<file path="src/srt_pkg.sv">
// shared constants and types for the sorted ring id table
// no dependencies
package srt_pkg;
    localparam int CAPACITY_DEF  = 256;
    localparam int KEY_WIDTH_DEF = 32;
    localparam int IN_KEY_W      = 32;
    localparam int OUT_SLOT_W    = 8;

    localparam logic [1:0] OP_INSERT  = 2'd0;
    localparam logic [1:0] OP_NEAREST = 2'd1;
    localparam logic [1:0] OP_NEXT    = 2'd2;

    localparam logic [1:0] ST_OK    = 2'd0;
    localparam logic [1:0] ST_DUP   = 2'd1;
    localparam logic [1:0] ST_EMPTY = 2'd2;
    localparam logic [1:0] ST_FULL  = 2'd3;

    // controller to datapath commands
    typedef struct packed {
        logic load;      // capture op and key, clear scan
        logic rd;        // issue memory read at scan index
        logic scan_step; // compare read data, advance scan
        logic cand_rd;   // read candidate slot (sel 0/1)
        logic cand_sel;
        logic cand_cap;  // capture candidate data
        logic shift_rd;  // read entry to shift
        logic shift_wr;  // write shifted entry, step down
        logic ins_wr;    // write new key and bump count
    } t_cmd;

    // datapath to controller status
    typedef struct packed {
        logic scan_done;
        logic shift_done;
        logic empty;
        logic full;
    } t_stat;
endpackage

</file>
<file path="src/srt_ctrl.sv">
// controller: sequences scan, candidate read, shift and insert
// depends on srt_pkg
module srt_ctrl (
    input  logic           i_clk,
    input  logic           i_rst_n,
    input  logic           i_in_valid,
    output logic           o_in_ready,
    output logic           o_out_valid,
    input  logic           i_out_ready,
    input  logic [1:0]     i_op,
    input  srt_pkg::t_stat i_stat,
    output srt_pkg::t_cmd  o_cmd
);
    localparam logic [3:0] S_IDLE = 4'd0, S_RD = 4'd1, S_CMP = 4'd2, S_C0 = 4'd3,
        S_C1 = 4'd4, S_C1W = 4'd5, S_DEC = 4'd6, S_SHR = 4'd7, S_SHW = 4'd8,
        S_INS = 4'd9, S_OUT = 4'd10, S_CW = 4'd11;
    logic [3:0] r_st, n_st;
    logic [1:0] r_op;
    logic r_ins;

    assign o_in_ready  = (r_st == S_IDLE);
    assign o_out_valid = (r_st == S_OUT);

    // next state and commands
    always_comb begin
        n_st = r_st; o_cmd = '0;
        case (r_st)
            S_IDLE: if (i_in_valid) begin o_cmd.load = 1'b1; n_st = S_RD; end
            S_RD: begin o_cmd.rd = 1'b1; n_st = S_CMP; end
            S_CMP: begin
                o_cmd.scan_step = 1'b1;
                n_st = i_stat.scan_done ? S_C0 : S_RD;
                if (i_stat.empty) n_st = (r_op == srt_pkg::OP_INSERT) ? S_DEC : S_OUT;
            end
            S_C0: begin o_cmd.cand_rd = 1'b1; n_st = S_CW; end
            S_CW: begin o_cmd.cand_cap = 1'b1; o_cmd.cand_rd = 1'b1;
                o_cmd.cand_sel = 1'b1; n_st = S_C1; end
            S_C1: begin o_cmd.cand_cap = 1'b1; n_st = S_C1W; end
            S_C1W: n_st = (r_op == srt_pkg::OP_INSERT) ? S_DEC : S_OUT;
            S_DEC: n_st = r_ins ? S_SHR : S_OUT;
            S_SHR: begin
                if (i_stat.shift_done) n_st = S_INS;
                else begin o_cmd.shift_rd = 1'b1; n_st = S_SHW; end
            end
            S_SHW: begin o_cmd.shift_wr = 1'b1; n_st = S_SHR; end
            S_INS: begin o_cmd.ins_wr = 1'b1; n_st = S_OUT; end
            S_OUT: if (i_out_ready) n_st = S_IDLE;
            default: n_st = S_IDLE;
        endcase
    end

    always_ff @(posedge i_clk) begin
        if (!i_rst_n) begin
            r_st <= S_IDLE; r_op <= srt_pkg::OP_INSERT; r_ins <= 1'b0;
        end else begin
            r_st <= n_st;
            if (o_cmd.load) r_op <= i_op;
            // insert goes ahead unless duplicate or full; status known in S_DEC
            if (r_st == S_C1W || (r_st == S_CMP && i_stat.empty))
                r_ins <= (r_op == srt_pkg::OP_INSERT) && !i_stat.full;
            if (r_st == S_DEC && r_ins) r_ins <= r_ins;
        end
    end
endmodule

</file>
<file path="config.mk">
export PLATFORM = sky130hd
export DESIGN_NAME = srt_ctrl
export DESIGN_NICKNAME = d
export VERILOG_FILES = /design/src/srt_pkg.sv /design/src/srt_ctrl.sv
export SDC_FILE = /design/constraint.sdc
export NUM_CORES = 1
export LEC_CHECK = 0
export BUFFER_PORTS_ARGS = -buffer_cell sky130_fd_sc_hd__buf_2
export CAP_MARGIN = 20
export CELL_PAD_IN_SITES_DETAIL_PLACEMENT = 1
export CELL_PAD_IN_SITES_GLOBAL_PLACEMENT = 2
export CORE_AREA = 2 2 52 54
export DETAILED_ROUTE_END_ITERATION = 16
export DIE_AREA = 0 0 54 56
export GPL_TIMING_DRIVEN = 0
export MAX_ROUTING_LAYER = met4
export PLACE_DENSITY_LB_ADDON = 0.2
export SLEW_MARGIN = 20
export SYNTH_ARGS = -nofsm -noshare
export SYNTH_HDL_FRONTEND = slang
export SYNTH_SLANG_ARGS = --single-unit
</file>
<file path="constraint.sdc">
create_clock -name i_clk -period 1.9 [get_ports i_clk]
set_clock_uncertainty 0.2 [all_clocks]
set_input_delay 0.19 -clock i_clk [delete_from_list [all_inputs] [get_ports i_clk]]
set_output_delay 0.19 -clock i_clk [all_outputs]
set_load 0.02 [all_outputs]
</file>
# After elaboration in Yosys (flattened, before gate mapping)
# Index checks and enable logic that the tools add are counted.
# classes
n_eq_ne	13
muxes	19
bitwise_logic	1
reduce_logical	11
# op_table
op	n
$pmux 4 s12	1
$mux 4	5
$eq 4x3->1 const B	4
$eq 4x4->1 const B	4
$mux 1	12
$eq 4x2->1 const B	2
$eq 4x1->1 const B	1
$logic_not 4->1	1
$reduce_and 2->1	2
$reduce_or 2->1	2
$logic_and 1x1->1	3
$logic_not 2->1	1
$mux 2	1
$ne 2x1->1 const B	1
$ne 2x2->1 const B	1
$logic_not 1->1	1
$logic_or 1x1->1	1
$not 1->1	1
# totals
regBits	7
out_inout_bits	11

# Longest topological paths before layout
# Gate-level depths: netlist of run 1.
# depth
depth_word	4
mapped_depth	5

# Worst setup path before layout of run 1
# No wires, ideal clock.
# synth_path
path_type	register -> output
start	register r_st[0]
end	output port o_cmd[2] (netlist bit)
arrival_ns	1.380
slack_ns	0.130
path_stages_with_launch	4
path_buffers	1
cell_sequence	dfxtp_1 -> buf_2 -> inv_1 -> nor4_1
# synth_rtl
element	line	source
start: declaration	srt_ctrl.sv:17	logic [3:0] r_st, n_st;
start signal: assignment	srt_ctrl.sv:56	r_st <= n_st;
end: declaration	srt_ctrl.sv:12	output srt_pkg::t_cmd o_cmd

==> results.json, run 1 <==
{
  "syn_inst": 76,
  "yosysUniqueCellTypes": 28,
  "ys_ff_latch": 7,
  "relSlewSlack_pct": 74.54,
  "leakage_uw": 0.0003264,
  "drc": 0,
  "finalCriticalPeriod_ns": 1.838,
  "fin_ws_ns": 0.06176,
  "vias_per_cell": 4.756,
  "crit_path_cell_trace": "buf_4 > inv_1 > nand2_1 > o22ai_1 > buf_2",
  "cts_buffers": 3,
  "cp_num_buf_inv": 3,
  "synthArstFlopShare_pct": 0,
  "fin_crit_sh_pct": 96.75,
  "num-fill-cells": 324,
  "wire_per_inst_um": 13.10,
  "hold_path.startpoint": "i_stat[0]",
  "grtUsageTotal_pct": 12.81,
  "syn_avg_cell_area_um2": 7.030,
  "register_area_um2": 142.6,
  "crit_type": "flip-flop to output port",
  "cts-root-buf": "clkbuf_4",
  "drt_first_pass_iters": 3,
  "hold_slack_ns": 0.01649,
  "grt_pass1_wl_um": 2863,
  "critPathLaunch": "r_st[2]$_SDFFE_PN0P_",
  "clock_latency_ns": 0.26,
  "cts_tree": "done",
  "drt_iter0_drc": 5,
  "synth_ff_type": "dfxtp_1",
  "cts_buffer_depth": 2,
  "r2r-start": "r_st[1]$_SDFFE_PN0P_",
  "cts_num_sinks": 7,
  "ant_nets": 0,
  "die_h_um": 56,
  "cp_data_arrival_time_ns": 1.45,
  "drv_cap": 0,
  "n_antenna_cell": 0,
  "start_util_pct": 21.97,
  "die_w_um": 54,
  "syn_nets": 86,
  "nets": 112,
  "design.die.area_mm2": 0.003024,
  "gp_congestion": 0.7713,
  "max_stage_delay_ns": 0.35,
  "yosysTopAreaCellShare_pct": 26.23,
  "seq_area_frac_synth_pct": 26.23,
  "yosys.cell_count.top_type": "nor2_1",
  "status": "complete, no violations",
  "worst_pin_slew_ns": 0.3819,
  "hold_path_class": "primary input to flip-flop",
  "synth_area_um2": 534.3,
  "required_ns": 1.51,
  "pre_cts_ws_ns": 0.2647,
  "grt_pass1_vias": 627,
  "io_buffers": 19,
  "setup_viol": 0,
  "wl_um": 1716,
  "clock.fmax_ghz": 0.5440,
  "clk_pin_slew_ns": 0.06,
  "vias": 623,
  "synthTopCellsByCount": "nor2_1 (10), nand2_1 (8), dfxtp_1 (7)",
  "rsz0062_at_grt": "true",
  "crit_fanout": 10,
  "io_pins": 21,
  "drv_slew": 0,
  "endpoint_kind": "output port",
  "htree_num_levels": 1,
  "ys_warn_count": 0,
  "crit_family": "buffers and inverters",
  "synthToLayoutAreaGrowth_pct": 39.11,
  "critPathSlowestCell": "dfxtp_2",
  "hold_viol_final": 0,
  "ys_top_cells_by_area": "dfxtp_1 (26%), nor2_1 (7.0%), nor2b_1 (5.9%), nor3_1 (5.6%), nand2_1 (5.6%)",
  "drive_gt1_share_pct": 33.66,
  "grt_max_degree": 11,
  "row_count": 18,
  "fp.coreArea_mm2": 0.002432,
  "grt_overflow_total": 0,
  "synth.largest_area_cell": "dfxtp_1",
  "synth-edff-count": 0,
  "p_per_area_mw_per_mm2": 1489,
  "hpwl_um": 1341,
  "grt_antenna_before_repair": 0,
  "worstSetupStartpointType": "flip-flop",
  "multi_input_area_um2": 372.9,
  "peakVddDrop_v": 0.0005703
}
## sequential cells by signal (all words and copies together) (netlist names)
signal and count:
r_st 4, r_op 2, r_ins 1
## logic make-up after synthesis
logic type | count (synthesis) | share of synthesized area, %
DFF | 7 | 26.23
buffers and inverters | 8 | 7.493
AOI/OAI and AO/OA | 14 | 18.50
and+or+nand+nor | 47 | 47.78
## power by group
part	internal, uW	switching [uW]	leakage (uW)
Combinational	291	421	0.000251
Sequential	195	61.2	0.0000580
Clock	77.2	60.8	0.0000177
## tightest hold or removal path: cells and delay by family
family                 cells  cell delay [ns]
AO/OA/AOI/OAI              1             0.07
AND/OR/NAND/NOR            1             0.09
buffers and inverters      1             0.07
## placed cells by master, fill, tap and decap left out, types with 2 or more instances in the layout
| cell | instances |
|---|---|
| nor3_1 | 6 |
| nand3_1 | 5 |
| dlygate4sd3_1 | 2 |
| o22ai_1 | 2 |
| a221oi_1 | 2 |
| nand2_1 | 8 |
| buf_2 | 18 |
| clkbuf_4 | 3 |
| nor2_1 | 10 |
| o21ai_0 | 4 |
| a21boi_1 | 2 |
| dfxtp_2 | 2 |
| nand2b_1 | 2 |
| inv_1 | 3 |
| dfxtp_1 | 5 |
| nand3b_1 | 2 |
| buf_4 | 5 |
| nor2b_1 | 5 |
## per-layer routing
metal | vias to the layer above | GRT usage (%) | part of all wire [%]
met4 | 0 | 4.286 | 0
met3 | 0 | 2.688 | 4.5
met5 | - | - | 0
li1 | 321 | - | -
met2 | 13 | 19.51 | 49
met1 | 289 | 16.53 | 47
## metrics by stage
step           setup TNS (ns)  instance area [um2]  total power, uW  cells  util [%]
3_5_place_dp                0                666.9            920.7    125     27.42
2_1_floorplan               0                534.3            728.7     76         -
4_1_cts                     0                719.4             1076    131     29.58
3_3_place_gp                0                666.9            914.6    125     27.42
5_1_grt              -0.01002                743.2             1212    131     30.56
6_report                    0                743.2             1106    131     30.56
## path summary, 6_finish.rpt
kind,to,slack (ns),depth (start not counted)
max reg2reg,r_st[0]$_SDFFE_PN0P_,0.31,5
max,o_cmd[3],0.06,5
min reg2reg,r_op[0]$_SDFFE_PN0P_,0.26,2
min,r_ins$_SDFFE_PN0P_,0.02,3
## cell type report
cell class	count	area share (%)
clock buffers	3	3.030
repair buffers	21	15.82
plain buffers	5	4.545
inverters	3	1.515
flip-flops and latches	7	19.19
multi-input cells	61	50.17
well taps	30	5.051
clock inverters	1	0.6734
## timing repair
| item | CTS | global route |
|---|---|---|
| buffers inserted | 0 | 0 |
| pin swaps | 0 | 0 |
| endpoints found under the setup margin | 1 | 2 |
| resized for setup | 2 | 6 |
| hold buffers | 2 | 0 |
| hold endpoints to repair | 2 | 0 |
Power figures use the tool's default switching activity.
==> inputs of run 2 (changes only) <==
BUFFER_PORTS_ARGS = -buffer_cell sky130_fd_sc_hd__buf_4   (was -buffer_cell sky130_fd_sc_hd__buf_2)
PLACE_DENSITY = 0.79   (was default)
PLACE_DENSITY_LB_ADDON = default   (was 0.2)
==> results.json, run 2 (same netlist as run 1, synthesis figures left out) <==
{
  "n_antenna_cell": 0,
  "regMostFlops": "r_st",
  "required_ns": 1.51,
  "fp.coreArea_mm2": 0.002432,
  "hpwl_um": 1234,
  "num-fill-cells": 328,
  "vias_per_cell": 4.685,
  "synthToLayoutAreaGrowth_pct": 43.09,
  "fin_crit_sh_pct": 95.18,
  "gp_congestion": 0.7544,
  "cts-root-buf": "clkbuf_4",
  "nets": 111,
  "grt_pass1_wl_um": 2477,
  "drt_iter0_drc": 5,
  "rsz0062_at_grt": "true",
  "p_per_area_mw_per_mm2": 1436,
  "worst_pin_slew_ns": 0.4408,
  "cts_buffers": 3,
  "leakage_uw": 0.0003219,
  "grt_max_degree": 11,
  "grtUsageTotal_pct": 11.18,
  "drive_gt1_share_pct": 32.00,
  "clk_pin_slew_ns": 0.05,
  "clock_latency_ns": 0.25,
  "drt_first_pass_iters": 2,
  "htree_num_levels": 1,
  "io_pins": 21,
  "io_buffers": 19,
  "hold_path_class": "primary input to flip-flop",
  "drv_cap": 0,
  "setup_viol": 0,
  "critPathSlowestCell": "nor4_2",
  "grt_pass1_vias": 591,
  "finalCriticalPeriod_ns": 1.808,
  "crit_fanout": 5,
  "crit_path_cell_trace": "nor4_2 > nand2_1 > inv_1 > buf_4",
  "cts_buffer_depth": 2,
  "wire_per_inst_um": 12.00,
  "hold_viol_final": 0,
  "wl_um": 1560,
  "clock.fmax_ghz": 0.5530,
  "crit_type": "flip-flop to output port",
  "cts_tree": "done",
  "cp_data_arrival_time_ns": 1.42,
  "multi_input_area_um2": 360.3,
  "cts_num_sinks": 7,
  "design_area_um2": 764.5,
  "status": "complete, no violations",
  "ant_nets": 0,
  "die_h_um": 56,
  "register_area_um2": 142.6,
  "p_total_uw": 1098,
  "row_count": 18,
  "final_cell_mix": "buf_4 (23), nor2_1 (10), nand2_1 (8), nor3_1 (6)",
  "reg_top3": "r_st: 4 flops, r_op: 2 flops, r_ins: 1 flops",
  "relSlewSlack_pct": 70.37,
  "design.die.area_mm2": 0.003024,
  "vias": 609,
  "grt_antenna_before_repair": 0,
  "die_w_um": 54,
  "place_area_um2": 714.4,
  "start_util_pct": 21.97,
  "ff2ff_setup_slack_ns": 0.32,
  "peakVddDrop_v": 0.0007674,
  "largest_reg_flops": 4,
  "grt_overflow_total": 0,
  "worstSetupStartpointType": "flip-flop",
  "endpoint_kind": "output port",
  "max_stage_delay_ns": 0.46,
  "layout_commonest_cell": "buf_4",
  "drc": 0,
  "drv_slew": 0
}
==> run 2: cell type report <==
| class | instances | share of cell area, % |
|---|---|---|
| multi-input cells | 61 | 47.14 |
| repair buffers | 20 | 19.97 |
| flip-flops and latches | 7 | 18.66 |
| well taps | 30 | 4.910 |
| plain buffers | 5 | 4.419 |
| clock buffers | 4 | 3.437 |
| inverters | 3 | 1.473 |
==> run 2: critical path, delay by kind of cell, from the launching register on <==
kind	cells	cell delay [ns]
simple gates	2	0.62
flops	1	0.33
buf+inv	2	0.22
==> run 2: per-stage QoR <==
| stage | setup TNS (ns) | cells | worst slack [ns] | hold WS, ns | util [%] |
|---|---|---|---|---|---|
| floorplan | 0 | 76 | 0.1296 | 0.1364 | - |
| global placement | 0 | 125 | 0.2684 | 0.2456 | 29.37 |
| detailed placement | 0 | 125 | 0.2608 | 0.2483 | 29.37 |
| CTS | 0 | 130 | 0.04339 | 0.01285 | 31.07 |
| global route | -0.03051 | 130 | -0.03051 | 0.03975 | 31.43 |
| finish | 0 | 130 | 0.09161 | 0.01471 | 31.43 |
==> run 2: timing repair <==
| action | 4_1_cts | 5_1_grt |
|---|---|---|
| endpoints found under the hold margin | 1 | 0 |
| gates resized for setup | 2 | 3 |
| endpoints found under the setup margin | 1 | 2 |
| hold buffers | 1 | 0 |
| buffers inserted | 0 | 0 |
==> run 2: final timing paths <==
path                                           start                   end  cells after the start
worst min register to register  r_op[0]$_SDFFE_PN0P_  r_op[0]$_SDFFE_PN0P_                      2
worst max-delay path            r_st[3]$_SDFFE_PN0P_              o_cmd[8]                      4
worst min-delay path                         i_op[0]  r_op[0]$_SDFFE_PN0P_                      3
worst max register to register  r_st[3]$_SDFFE_PN0P_  r_st[0]$_SDFFE_PN0P_                      5
==> run 2: report_power, final <==
part / internal [uW] / switching (uW)
Combinational: 309 / 412
Clock: 79.9 / 51.3
Sequential: 195 / 50.6
Total: 584 / 514
==> run 2: per-layer routing <==
layer | GRT usage (%) | share of wire [%] | vias up
met5 | - | 0 | -
met4 | 5.357 | 0.77 | 0
met3 | 1.882 | 7.7 | 2
met2 | 17.60 | 46 | 22
met1 | 13.45 | 46 | 268
li1 | - | - | 317
==> inputs of run 3 (changes only) <==
SETUP_SLACK_MARGIN = 0.2   (was default)
==> results.json, run 3 (same netlist as run 1, synthesis figures left out) <==
{
  "io_pins": 21,
  "grt_pass1_vias": 596,
  "wl_um": 1647,
  "drt_iter0_drc": 9,
  "worst_pin_slew_ns": 0.3663,
  "start_util_pct": 21.97,
  "met1_usage_pct": 15.07,
  "die_h_um": 56,
  "cp_data_arrival_time_ns": 1.31,
  "place_area_um2": 729.5,
  "fin_cells": 136,
  "cts_buffers": 3,
  "crit_fanout": 10,
  "dp.cells": 125,
  "drv_cap": 0,
  "grtUsageTotal_pct": 11.83,
  "io_buffers": 19,
  "drive_gt1_share_pct": 42.45,
  "cts-root-buf": "clkbuf_4",
  "n_antenna_cell": 0,
  "swShare_pct": 43.12,
  "nets": 117,
  "grtUsageMet2_pct": 18.82,
  "fin_crit_sh_pct": 89.25,
  "hpwl_um": 1250,
  "grt_antenna_before_repair": 0,
  "clock_latency_ns": 0.24,
  "rr_endpoint": "r_st[0]$_SDFFE_PN0P_",
  "wire_per_inst_um": 12.11,
  "internal_power_uw": 737.9,
  "grt_overflow_total": 0,
  "status": "complete, no violations",
  "required_ns": 1.51,
  "peakVddDrop_v": 0.0009905,
  "hold_viol_final": 0,
  "clk_pin_slew_ns": 0.05,
  "layout_commonest_cell": "buf_4",
  "cts_buffer_depth": 2,
  "reg_top3": "r_st: 4 flops, r_op: 2 flops, r_ins: 1 flops",
  "gp_congestion": 0.7983,
  "hold_path_class": "primary input to flip-flop",
  "drc": 0,
  "postCtsHoldBufs": 0,
  "crit_type": "flip-flop to output port",
  "clock.fmax_ghz": 0.5897,
  "regMostFlops": "r_st",
  "row_count": 18,
  "synthToLayoutAreaGrowth_pct": 60.66,
  "grtUsageMet3_pct": 2.151,
  "grt_max_degree": 11,
  "p_total_uw": 1297,
  "cts_tree": "done",
  "endpoint_kind": "output port",
  "cts_num_sinks": 7,
  "ant_nets": 0,
  "design.die.area_mm2": 0.003024,
  "finalCriticalPeriod_ns": 1.696,
  "rr_worst_depth": 7,
  "ff2ff_setup_slack_ns": 0.31,
  "min_path_cells": 3,
  "rsz0062_at_grt": "true",
  "die_w_um": 54,
  "leakage_uw": 0.0003636,
  "min_to": "r_op[1]$_SDFFE_PN0P_",
  "drt_first_pass_iters": 4,
  "grt_pass1_wl_um": 2691,
  "largest_reg_flops": 4,
  "vias_per_cell": 4.684,
  "relSlewSlack_pct": 75.58,
  "hold_slack_ns": 0.01664,
  "comb_power_share_pct": 69.2,
  "htree_num_levels": 1,
  "r2r-start": "r_st[3]$_SDFFE_PN0P_",
  "drv_slew": 0,
  "busiest_layer": "met2",
  "setup_viol": 0,
  "vias": 637,
  "fp.coreArea_mm2": 0.002432,
  "worstSetupStartpointType": "flip-flop",
  "seqPwrFrac_pct": 20.9,
  "switchingPower_uw": 559.4,
  "p_per_area_mw_per_mm2": 1511,
  "final_cell_mix": "buf_4 (26), nor2_1 (10), nand2_1 (7)",
  "design_area_um2": 858.3,
  "hold_path.startpoint": "i_op[1]",
  "tns_ns": 0,
  "clkPwrFrac_pct": 9.8
}
-- run 3: per-stage QoR --
step | util [%] | worst slack (ns)
CTS | 32.72 | 0.1530
global route | 35.29 | 0.1599
detailed placement | 29.99 | 0.2383
floorplan | - | 0.2954
global placement | 29.99 | 0.2638
finish | 35.29 | 0.2042
-- run 3: critical path, cell delays in order, from the launching register on --
cell     delay (ns)
dfxtp_2        0.34
buf_6          0.14
or2b_1         0.26
nor3_1         0.16
buf_4          0.17
-- run 3: worst max path at each step --
stage	start	endpoint	slack (ns)	depth (start not counted)
floorplan	r_st[3]$_SDFFE_PN0P_	o_cmd[6]	0.30	3
global placement	r_st[0]$_SDFFE_PN0P_	o_cmd[2]	0.26	4
detailed placement	r_st[0]$_SDFFE_PN0P_	o_cmd[2]	0.24	4
CTS	r_st[0]$_SDFFE_PN0P_	o_cmd[2]	0.15	4
global route	r_st[1]$_SDFFE_PN0P_	o_cmd[1]	0.16	4
finish	r_st[1]$_SDFFE_PN0P_	o_cmd[1]	0.20	4
-- run 3: layout make-up --
type,instances,area [um2]
multi-input combinational,61,382.9
buffer,5,52.55
inverter,3,11.26
clock buffer,4,26.28
timing repair buffer,26,195.2
sequential,7,152.6
fill,312,1574
tap,30,37.54
-- run 3: metal layers --
metal / vias up / share of wire (%)
li1: 334 / -
met1: 282 / 44
met2: 21 / 49
met3: 0 / 7.3
met4: 0 / 0
met5: - / 0
-- run 3: what timing repair did --
item                       4_1_cts  5_1_grt
pin swaps                        2        2
gates resized for setup         11        8
buffers inserted                 2        5
setup endpoints to repair        9       10
-- run 3: power by group through the flow --
| stage | clock network [uW] | logic, uW | registers, uW |
|---|---|---|---|
| after floorplan | 0 | 516 | 241 |
| after global placement | 0 | 724 | 254 |
| after detailed placement | 0 | 729 | 257 |
| after CTS | 134 | 821 | 264 |
| after global routing | 146 | 992 | 284 |
| final | 128 | 898 | 272 |
